File: src/rsc_pkg.sv
// ----------------------------------------------------------------------------
// rsc_pkg: shared types and constants of the reflectance sensor calibrator
// Field widths, register map, item codes and the queue entry format.
// ----------------------------------------------------------------------------
package rsc_pkg;

  // field widths
  localparam int SAMPLE_W = 12;
  localparam int CH_W     = 4;
  localparam int LEVEL_W  = 10;
  localparam int ALPHA_W  = 9;
  localparam int ADDR_W   = 4;
  localparam int DATA_W   = 32;

  // default channel count
  localparam int CHANNELS_DEF = 16;

  // register reset values
  localparam logic [SAMPLE_W-1:0] MID_RST   = 12'd2048;
  localparam logic [ALPHA_W-1:0]  ALPHA_RST = 9'd26;

  // store reset values
  localparam logic [SAMPLE_W-1:0] LOW_RST  = 12'd0;
  localparam logic [SAMPLE_W-1:0] HIGH_RST = 12'd4095;

  // arithmetic constants
  localparam logic [ALPHA_W-1:0] Q8_ONE    = 9'd256;
  localparam logic [LEVEL_W-1:0] LEVEL_MAX = 10'd1000;

  // numerator of the read: |sample - min| * 1000 fits 22 bits
  localparam int NUM_W     = 22;
  localparam int DIV_STEPS = NUM_W;
  localparam int STEP_W    = $clog2(DIV_STEPS);

  // queue between front and back
  localparam int QUEUE_DEPTH = 2;
  localparam int QPTR_W      = 1;
  localparam int QCNT_W      = 2;

  // register index (paddr[3:2])
  typedef enum logic [1:0] {
    REG_MID   = 2'd0,
    REG_ALPHA = 2'd1,
    REG_WHITE = 2'd2
  } reg_idx_t;

  // classified item operation
  typedef enum logic [1:0] {
    OP_READ      = 2'd0,
    OP_NULL_READ = 2'd1,
    OP_CAL_HIGH  = 2'd2,
    OP_CAL_LOW   = 2'd3
  } op_t;

  typedef struct packed {
    op_t                 op;
    logic [CH_W-1:0]     channel;
    logic [SAMPLE_W-1:0] sample;
  } item_t;

endpackage

File: src/reflectance_sensor_calibrator.sv
// ----------------------------------------------------------------------------
// reflectance_sensor_calibrator: line sensor min/max calibration
// Tracks per-channel minimum and maximum levels and maps raw samples to a
// calibrated 0..1000 reflectance value.
// ----------------------------------------------------------------------------
// A command beat is taken when start is high and busy is low; up to two
// beats queue ahead of the execution unit, and busy rises only when that
// queue is full. A calibration beat passes the load, calc and write states
// of the execution unit and returns nothing. A read beat runs a store
// fetch, a multiply, then a 22-step restoring divider, one quotient bit per
// cycle, and returns one result: done is high for exactly one cycle with
// channel_out and level. The receiver cannot stall results, so it must
// take every done cycle. Reads of missing channels or equal stores return 0.
// ----------------------------------------------------------------------------
module reflectance_sensor_calibrator #(
  parameter int CHANNELS = rsc_pkg::CHANNELS_DEF
) (
  input  logic                         clk,
  input  logic                         rst,
  // command beat
  input  logic                         start,
  output logic                         busy,
  input  logic                         cmd,
  input  logic [rsc_pkg::CH_W-1:0]     channel,
  input  logic [rsc_pkg::SAMPLE_W-1:0] sample,
  // result beat
  output logic                         done,
  output logic [rsc_pkg::CH_W-1:0]     channel_out,
  output logic [rsc_pkg::LEVEL_W-1:0]  level,
  // register port
  input  logic                         psel,
  input  logic                         penable,
  input  logic                         pwrite,
  input  logic [rsc_pkg::ADDR_W-1:0]   paddr,
  input  logic [rsc_pkg::DATA_W-1:0]   pwdata,
  output logic [rsc_pkg::DATA_W-1:0]   prdata,
  output logic                         pready
);
  import rsc_pkg::*;

  logic [SAMPLE_W-1:0] mid_level;
  logic [ALPHA_W-1:0]  smoothing_q8;
  logic                white_line;
  logic                wr_en;

  logic  q_full;
  logic  q_empty;
  logic  push;
  logic  pop;
  item_t push_item;
  item_t head;

  // register file
  assign pready = 1'b1;
  assign wr_en  = psel && penable && pwrite;

  always_ff @(posedge clk) begin
    if (rst) begin
      mid_level    <= MID_RST;
      smoothing_q8 <= ALPHA_RST;
      white_line   <= 1'b0;
    end else if (wr_en) begin
      unique case (paddr[3:2])
        REG_MID:   mid_level    <= pwdata[SAMPLE_W-1:0];
        REG_ALPHA: smoothing_q8 <= pwdata[ALPHA_W-1:0];
        REG_WHITE: white_line   <= pwdata[0];
        default: ;
      endcase
    end
  end

  always_comb begin
    unique case (paddr[3:2])
      REG_MID:   prdata = {{(DATA_W - SAMPLE_W){1'b0}}, mid_level};
      REG_ALPHA: prdata = {{(DATA_W - ALPHA_W){1'b0}}, smoothing_q8};
      REG_WHITE: prdata = {{(DATA_W - 1){1'b0}}, white_line};
      default:   prdata = '0;
    endcase
  end

  // intake
  rsc_front #(.CHANNELS(CHANNELS)) u_front (
    .start     (start),
    .cmd       (cmd),
    .channel   (channel),
    .sample    (sample),
    .mid_level (mid_level),
    .q_full    (q_full),
    .busy      (busy),
    .push      (push),
    .item      (push_item)
  );

  // decoupling queue
  rsc_queue u_queue (
    .clk       (clk),
    .rst       (rst),
    .push      (push),
    .push_item (push_item),
    .pop       (pop),
    .head      (head),
    .empty     (q_empty),
    .full      (q_full)
  );

  // execution
  rsc_back #(.CHANNELS(CHANNELS)) u_back (
    .clk          (clk),
    .rst          (rst),
    .q_empty      (q_empty),
    .head         (head),
    .pop          (pop),
    .smoothing_q8 (smoothing_q8),
    .white_line   (white_line),
    .done         (done),
    .channel_out  (channel_out),
    .level        (level)
  );

endmodule

File: src/rsc_front.sv
// ----------------------------------------------------------------------------
// rsc_front: command intake
// Accepts command beats, classifies them and pushes them into the queue.
// ----------------------------------------------------------------------------
module rsc_front #(
  parameter int CHANNELS = rsc_pkg::CHANNELS_DEF
) (
  input  logic                         start,
  input  logic                         cmd,
  input  logic [rsc_pkg::CH_W-1:0]     channel,
  input  logic [rsc_pkg::SAMPLE_W-1:0] sample,
  input  logic [rsc_pkg::SAMPLE_W-1:0] mid_level,
  input  logic                         q_full,
  output logic                         busy,
  output logic                         push,
  output rsc_pkg::item_t               item
);
  import rsc_pkg::*;

  logic accept;
  logic ch_ok;

  // stall only when the queue has no room
  assign busy   = q_full;
  assign accept = start && !q_full;
  assign ch_ok  = ({1'b0, channel} < (CH_W + 1)'(CHANNELS));

  // classify; a calibration beat on a missing channel is dropped
  always_comb begin
    item.channel = channel;
    item.sample  = sample;
    item.op      = OP_READ;
    push         = accept;
    if (!cmd) begin
      item.op = ch_ok ? OP_READ : OP_NULL_READ;
    end else if (!ch_ok) begin
      push = 1'b0;
    end else if (sample > mid_level) begin
      item.op = OP_CAL_HIGH;
    end else begin
      item.op = OP_CAL_LOW;
    end
  end

endmodule

File: src/rsc_queue.sv
// ----------------------------------------------------------------------------
// rsc_queue: short item queue
// Small FIFO that decouples command intake from the execution unit.
// ----------------------------------------------------------------------------
module rsc_queue (
  input  logic           clk,
  input  logic           rst,
  input  logic           push,
  input  rsc_pkg::item_t push_item,
  input  logic           pop,
  output rsc_pkg::item_t head,
  output logic           empty,
  output logic           full
);
  import rsc_pkg::*;

  item_t              entries [QUEUE_DEPTH];
  logic [QPTR_W-1:0]  wr_ptr;
  logic [QPTR_W-1:0]  rd_ptr;
  logic [QCNT_W-1:0]  count;

  assign empty = (count == '0);
  assign full  = (count == QCNT_W'(QUEUE_DEPTH));
  assign head  = entries[rd_ptr];

  // pointers and fill count
  always_ff @(posedge clk) begin
    if (rst) begin
      wr_ptr <= '0;
      rd_ptr <= '0;
      count  <= '0;
    end else begin
      if (push) wr_ptr <= wr_ptr + 1'b1;
      if (pop)  rd_ptr <= rd_ptr + 1'b1;
      if (push && !pop)      count <= count + 1'b1;
      else if (pop && !push) count <= count - 1'b1;
    end
  end

  // entry storage
  always_ff @(posedge clk) begin
    if (push) entries[wr_ptr] <= push_item;
  end

endmodule

File: src/rsc_back.sv
// ----------------------------------------------------------------------------
// rsc_back: execution unit
// Holds the min/max stores, runs calibration updates and calibrated reads
// with a 22-step restoring divider.
// ----------------------------------------------------------------------------
module rsc_back #(
  parameter int CHANNELS = rsc_pkg::CHANNELS_DEF
) (
  input  logic                         clk,
  input  logic                         rst,
  input  logic                         q_empty,
  input  rsc_pkg::item_t               head,
  output logic                         pop,
  input  logic [rsc_pkg::ALPHA_W-1:0]  smoothing_q8,
  input  logic                         white_line,
  output logic                         done,
  output logic [rsc_pkg::CH_W-1:0]     channel_out,
  output logic [rsc_pkg::LEVEL_W-1:0]  level
);
  import rsc_pkg::*;

  localparam int IDX_W = (CHANNELS > 1) ? $clog2(CHANNELS) : 1;
  localparam int PROD_W = ALPHA_W + SAMPLE_W;

  typedef enum logic [4:0] {
    ST_IDLE  = 5'b00001,
    ST_LOAD  = 5'b00010,
    ST_CALC  = 5'b00100,
    ST_WRITE = 5'b01000,
    ST_DIV   = 5'b10000
  } state_t;

  state_t state;

  logic [SAMPLE_W-1:0] low_mem  [CHANNELS];
  logic [SAMPLE_W-1:0] high_mem [CHANNELS];

  item_t               cur;
  logic [IDX_W-1:0]    idx;
  logic [SAMPLE_W-1:0] lo_q;
  logic [SAMPLE_W-1:0] hi_q;
  logic [PROD_W-1:0]   prod_old;
  logic [PROD_W-1:0]   prod_new;
  logic [NUM_W-1:0]    quo;
  logic [SAMPLE_W-1:0] rem;
  logic [SAMPLE_W-1:0] den_mag;
  logic                neg;
  logic [STEP_W-1:0]   step_cnt;

  // combinational helpers
  logic [ALPHA_W-1:0]  w;
  logic [ALPHA_W-1:0]  inv_w;
  logic [SAMPLE_W-1:0] old_val;
  logic [PROD_W-1:0]   ema_sum;
  logic [SAMPLE_W:0]   diff;
  logic [SAMPLE_W:0]   den;
  logic [SAMPLE_W-1:0] diff_mag;
  logic [SAMPLE_W-1:0] den_abs;
  logic [SAMPLE_W:0]   rem_sh;
  logic                q_bit;
  logic [SAMPLE_W-1:0] rem_next;
  logic [NUM_W-1:0]    quo_next;
  logic [LEVEL_W-1:0]  clamped;
  logic [LEVEL_W-1:0]  final_level;

  assign idx = cur.channel[IDX_W-1:0];
  assign pop = (state == ST_IDLE) && !q_empty;

  // averaging weight, saturated at one
  assign w       = (smoothing_q8 > Q8_ONE) ? Q8_ONE : smoothing_q8;
  assign inv_w   = Q8_ONE - w;
  assign old_val = (cur.op == OP_CAL_HIGH) ? hi_q : lo_q;
  assign ema_sum = prod_old + prod_new;

  // signed differences and magnitudes
  assign diff     = {1'b0, cur.sample} - {1'b0, lo_q};
  assign den      = {1'b0, hi_q} - {1'b0, lo_q};
  assign diff_mag = diff[SAMPLE_W] ? SAMPLE_W'(-diff) : diff[SAMPLE_W-1:0];
  assign den_abs  = den[SAMPLE_W] ? SAMPLE_W'(-den) : den[SAMPLE_W-1:0];

  // one restoring divide step
  assign rem_sh   = {rem, quo[NUM_W-1]};
  assign q_bit    = (rem_sh >= {1'b0, den_mag});
  assign rem_next = q_bit ? SAMPLE_W'(rem_sh - {1'b0, den_mag}) : rem_sh[SAMPLE_W-1:0];
  assign quo_next = {quo[NUM_W-2:0], q_bit};

  // clamp to 0..1000, optional inversion
  assign clamped     = neg ? '0
                     : (quo_next > NUM_W'(LEVEL_MAX)) ? LEVEL_MAX : quo_next[LEVEL_W-1:0];
  assign final_level = white_line ? (LEVEL_MAX - clamped) : clamped;

  // sequencer and datapath
  always_ff @(posedge clk) begin
    if (rst) begin
      state <= ST_IDLE;
      done  <= 1'b0;
      for (int i = 0; i < CHANNELS; i++) begin
        low_mem[i]  <= LOW_RST;
        high_mem[i] <= HIGH_RST;
      end
    end else begin
      done <= 1'b0;
      unique case (state)
        ST_IDLE: begin
          if (!q_empty) begin
            cur   <= head;
            state <= ST_LOAD;
          end
        end
        ST_LOAD: begin
          if (cur.op == OP_NULL_READ) begin
            done        <= 1'b1;
            channel_out <= cur.channel;
            level       <= '0;
            state       <= ST_IDLE;
          end else begin
            lo_q  <= low_mem[idx];
            hi_q  <= high_mem[idx];
            state <= ST_CALC;
          end
        end
        ST_CALC: begin
          if (cur.op == OP_CAL_HIGH || cur.op == OP_CAL_LOW) begin
            prod_old <= {{SAMPLE_W{1'b0}}, inv_w} * {{ALPHA_W{1'b0}}, old_val};
            prod_new <= {{SAMPLE_W{1'b0}}, w} * {{ALPHA_W{1'b0}}, cur.sample};
            state    <= ST_WRITE;
          end else if (den == '0) begin
            // equal stores read as zero, not inverted
            done        <= 1'b1;
            channel_out <= cur.channel;
            level       <= '0;
            state       <= ST_IDLE;
          end else begin
            quo      <= {{(NUM_W - SAMPLE_W){1'b0}}, diff_mag}
                        * {{(NUM_W - LEVEL_W){1'b0}}, LEVEL_MAX};
            rem      <= '0;
            den_mag  <= den_abs;
            neg      <= diff[SAMPLE_W] ^ den[SAMPLE_W];
            step_cnt <= '0;
            state    <= ST_DIV;
          end
        end
        ST_WRITE: begin
          if (cur.op == OP_CAL_HIGH) high_mem[idx] <= ema_sum[SAMPLE_W+7:8];
          else                       low_mem[idx]  <= ema_sum[SAMPLE_W+7:8];
          state <= ST_IDLE;
        end
        ST_DIV: begin
          rem      <= rem_next;
          quo      <= quo_next;
          step_cnt <= step_cnt + 1'b1;
          if (step_cnt == STEP_W'(DIV_STEPS - 1)) begin
            done        <= 1'b1;
            channel_out <= cur.channel;
            level       <= final_level;
            state       <= ST_IDLE;
          end
        end
        default: state <= ST_IDLE;
      endcase
    end
  end

endmodule

File: config.mk
export PLATFORM = sky130hd
export DESIGN_NAME = reflectance_sensor_calibrator
export DESIGN_NICKNAME = d
export VERILOG_FILES = /design/src/rsc_pkg.sv /design/src/reflectance_sensor_calibrator.sv /design/src/rsc_front.sv /design/src/rsc_queue.sv /design/src/rsc_back.sv
export SDC_FILE = /design/constraint.sdc
export NUM_CORES = 2
export LEC_CHECK = 0
export ABC_CLOCK_PERIOD_IN_PS = 18900
export BUFFER_PORTS_ARGS = -buffer_cell sky130_fd_sc_hd__buf_4
export CORE_MARGIN = 1
export CORE_UTILIZATION = 60
export DETAILED_ROUTE_END_ITERATION = 8
export GPL_TIMING_DRIVEN = 0
export PLACE_DENSITY = 0.83
export SLEW_MARGIN = 5
export SYNTH_ARGS = -nofsm -noshare
export SYNTH_HDL_FRONTEND = slang
export SYNTH_SLANG_ARGS = --single-unit
File: constraint.sdc
create_clock -name clk -period 18.9 [get_ports clk]
set_clock_uncertainty 0.1 [all_clocks]
set_input_delay 1.89 -clock clk [delete_from_list [all_inputs] [get_ports clk]]
set_output_delay 1.89 -clock clk [all_outputs]
set_load 0.03 [all_outputs]
# Word level (Yosys, flattened, before mapping)
# Memory sizes are Yosys's and may differ from the RTL's. A register that Yosys moved wholly into a read port is not among the register bits.
# Index checks and enable logic that the tools add are counted.
# totals
output_inout_bits,49
elab_cells,154
in_bits,59
regBits,138
n_memories,3
mem_bits_rw,420
# mem_list
memory,words,word_bits,rd,rd_ports_with_merged_regs,write_ports,line,rtl
u_back.high_mem,16,12,1,1,16,rsc_back.sv:36,logic [SAMPLE_W-1:0] high_mem [CHANNELS];
u_back.low_mem,16,12,1,1,16,rsc_back.sv:35,logic [SAMPLE_W-1:0] low_mem [CHANNELS];
u_queue.entries,2,18,1,1,1,rsc_queue.sv:17,item_t entries [QUEUE_DEPTH];
# classes
mux,61
n_reduce_logical,29
bitwise,6
add_sub_neg,13
n_eq_ne,18
n_mul,3
order_cmp,4
# op_table
cell,n
$mux W12,8
$mux W10,7
$mux W22,2
$pmux W22 S2,1
$mul A9 B12 Y20,2
$pmux W12 S3,1
$mux W5,6
$pmux W10 S3,1
$sub A12 B12 Y13,2
$mux W4,6
$neg A12 Y12,2
$pmux W12 S2,1
$reduce_or A12 Y1,2
$gt A22 B10 Y1 const B,1
$add A20 B20 Y20,1
$pmux W5 S4,1
$mul A12 B7 Y19 const B,1
$mux W1,19
$ge A13 B12 Y1,1
$logic_not A13 Y1,1
$gt A12 B12 Y1,1
$pmux W4 S3,1
$sub A12 B12 Y12,1
$eq A5 B5 Y1 const B,2
other kinds (32),63

# Longest topological paths before layout
# logic_depth
ltp_word,8
depth_mapped,29
depth_no_buf,29

# Cells and area by module
# Synthesis repeated with hierarchy kept, for this count alone.
# hier_totals
cells_unflattened,3197
area_unflattened_um2,37194.4
# by_module_without_submodules
module,area_per_inst_um2,seq_area_each_um2,cells_each,instances
rsc_back,33950.1,16095.4,2916,1
rsc_queue,1503.9,1181.1,78,1
reflectance_sensor_calibrator,1295.0,440.4,143,1
rsc_front,445.4,0.0,60,1

# Worst setup path before layout
# OpenSTA, ideal clock, no wires.
# synth_timing
path_kind,flip-flop to flip-flop
start,register u_back.cur[0] in the netlist's numbering
end,register u_back.quo[19] (data pin)
setup_ns,0.270
path_buffers,0
t_arrival_ns,6.361
period_less_slack_ns,6.732
required_ns,18.530
path_stages_with_launch,30
slack_ns,12.168
path_cell_list,edfxtp_1 inv_1 ha_1 fa_1 nand2b_1 a21oi_1 nor3_1 or3_4 a311oi_4 nor2_2 xnor2_2 xor2_1 ha_1 inv_1 fa_1 inv_1 fa_1 inv_1 fa_1 inv_1 ha_1 o21a_1 o2111a_1 o41ai_1 a31oi_1 and2_1 o21a_1 nor2_1 xor2_1 a21oi_1
# synth_via
elab_chain_len,7
# synth_rtl
item,line,rtl
"start, declared",rsc_back.sv:38,item_t cur;
"start signal, assigned",rsc_back.sv:106,cur <= head;
$sub A12 B12 Y13 (*),rsc_back.sv:76,"assign diff = {1'b0, cur.sample} - {1'b0, lo_q};"
$neg A12 Y12,rsc_back.sv:78,assign diff_mag = diff[SAMPLE_W] ? SAMPLE_W'(-diff) : diff[SAMPLE_W-1:0];
$mux W12 (*),rsc_back.sv:78,
$mul A12 B7 Y19 (*),rsc_back.sv:135,"* {{(NUM_W - LEVEL_W){1'b0}}, LEVEL_MAX};"
$mux W22 (*),rsc_back.sv:127,end else if (den == '0) begin
$mux W22 (*),rsc_back.sv:123,if (cur.op == OP_CAL_HIGH || cur.op == OP_CAL_LOW) begin
$pmux W22 S2 (*),rsc_back.sv:103,unique case (state)
"end signal, assigned",rsc_back.sv:134,"quo <= {{(NUM_W - SAMPLE_W){1'b0}}, diff_mag}"
"end signal, assigned",rsc_back.sv:150,quo <= quo_next;
"end, declared",rsc_back.sv:44,logic [NUM_W-1:0] quo;
# Every way passes the cells marked *; elsewhere a longest branch is shown, timed or not. The select of a mux whose other input is x is not followed.
# A chain may end at the register's enable or synchronous reset.

# Final worst setup path
# layout_timing
start,register u_back.cur[0] in the netlist's numbering
end,register u_back.quo[21] (data pin)
# Same word-level chain as after synthesis.

==> run metrics <==
gr usage total=29.5%; IO Pins=108; Netlist cell types=89; Starting DRT DRC Count=2600; Max Cap Viol=0; cells after synthesis=3181; Area contributors post-synth=edfxtp_1, fa_1, mux4_2, ha_1, nand2_1; most common cell after layout, fill and taps aside=edfxtp_1; Post-DP HPWL=66.5 mm; Worst setup SP type=flop; first-pass GRT wire length=141 mm; critical path class=flop to flop; Clock transition at path regs=0.07 ns; DRC Markers=0; clk sink count=600; RSZ-0062 raised after global routing=no; final period utilization=41.1%; core area=60600 sq um; Post CTS Setup Buffer Count=0; FF+latch count, synth=600; largest net degree at the start of global routing=23; Crit. End Element=flop; FFs w/ async S/R, synth=0%; port buffer count=61; die footprint=62500 sq um; Setup-failing EPs final=0; CTS root buf=clkbuf_16; Worst Hold Launch=mid_level[10]; Buf/Inv on CP=3; dominant synthesized flop cell=edfxtp_1; slowest cell delay on critical path=0.58 ns; final net count=3755; H-tree depth=2; fin. max-slew vios=0; share of the synthesized area in the top cell type=46.2%; Clock Tree Buf Depth=3; Setup WS pre-CTS=11.19 ns; wire per inst=21.8 um; Post-synth EDFFs=568; Mapped Area=36900 sq um; Die Y=250 um; sequential-to-total area share from yosys stat=48.0%; crit path from=u_back.cur[0]; min cycle time layout=7.76 ns; Worst-Margin Slew=1.19 ns; crit path max-delay cell type=edfxtp_1; setup TNS=0 ns; critical path's top delay family=adder cells; Resize count post-CTS=0; final instance area=40600 sq um; CP max FO=8; Fmax achieved=129 MHz; # fillers=4185; vias in the first global route=25361; via count=25332; GRT overflow=0; Critical Path AT=8.00 ns; Hold Crit Class=flop to flop; layout cells sized above 1=11.9%; Pre-Repair DR Iteration Count=6; vias per cell=6.08; Yosys top cell by area=edfxtp_1; # diodes=0; Final Hold Vio Count=0; Post-Syn Area per Cell=11.6 sq um; Syn. warnings=0; Post-DRT Antenna Nets=0; Synth-to-Final Area Change=10.2%; Rows=90; Critical Path RT=19.14 ns; status=finished clean; most frequent cells in the layout=edfxtp_1, nand2_1, nor2_1; CTS Hold Bufs=0; final wirelength=90.7 mm; Initial Util=60.9%; Num CTS Buffers=60; Final GP Congestion=0.953; CTS tree=built; die width=250 um; multi-input logic area=17300 sq um; antenna violations before repair=3; Most Frequent Cell on Critical Path=fa_1; setup ws final=11.14 ns; worst relative slew slack=20.6%; FF/Latch Area=17700 sq um; Area after DPL=38500 sq um; Reg-to-Reg Start=u_back.cur[0]; clock latency on the worst-skew pair=0.67 ns
worst paths after layout:
path	endpoint	slack, ns	cells past startpoint
min	mid_level[10]	0.36	2
max reg2reg	u_back.quo[21]	11.14	27
min reg2reg	mid_level[10]	0.36	2
max	u_back.quo[21]	11.14	27
tightest hold or removal path, stage by stage, from the launching register on:
cell and delay (ns):
dfxtp_1 0.31, nand2_1 0.05, a21oi_1 0.05
synth_stat cells (all sizes together) (8+ instances only):
cell    number
or3         23
edfxtp     568
ha         191
nor2b       36
clkbuf     137
fa         172
mux2i       31
nor4         8
nand2b      52
nand4       10
a31oi        9
o21a        10
a21o        24
mux2        26
nand2      421
nor3b        9
nor2       386
xor2        41
mux4       120
xnor2       93
inv        318
buf         53
and2        38
o21ai       52
or2         31
a211oi      11
nand3b      11
dfxtp       32
a211o       10
nand3       33
o31ai       10
nor3        49
a21oi       97
cell type report:
cell class / count / share of cell area (%)
Multi-Input combinational cell: 2092 / 42.6
Clock buffer: 68 / 3.77
Tap cell: 782 / 2.41
Buffer: 190 / 1.98
Inverter: 318 / 2.94
Sequential cell: 600 / 43.5
Clock inverter: 43 / 1.37
Timing Repair Buffer: 71 / 1.43
flip-flops by register name, summed over array words and instances, names as in the netlist, 9 cells and up:
name and count:
u_back.prod_old 20, u_back.hi_q 12, u_back.level 10, u_back.rem 12, mid_level 12, u_back.high_mem 192
u_back.lo_q 12, u_back.den_mag 12, u_back.prod_new 20, smoothing_q8 9, u_back.quo 22, u_back.cur 14
u_queue.entries 36, u_back.low_mem 192
kinds of logic after synthesis:
logic type,after synthesis,synth area share (%)
buffers and inverters,508,5.42
adders and majority gates,365,15.9
xor gates and xnor gates,134,3.38
other,2,0.0204
and+or+nand+nor,1125,13.6
muxes,177,8.96
AOI/OAI and AO/OA,270,4.75
DFF,600,48.0
metal layers:
layer  up-vias  wire [um]  track usage [%]
met5         -         32                0
li1      11200          -                -
met4         4       4880             14.8
met3       305       9260             6.53
met1     12371      33700             37.5
met2      1452      42900             47.9
stage by stage:
step | hold WS, ns | utilization [%] | instances
floorplan | 0.324 | - | 3200
global placement | 0.344 | 63.4 | 4043
detailed placement | 0.348 | 63.6 | 4052
CTS | 0.357 | 67.1 | 4163
global route | 0.380 | 67.1 | 4164
finish | 0.357 | 67.1 | 4164
Power is not shown: default switching activity piles up to over one toggle a cycle in this logic, so the estimate is an artifact.
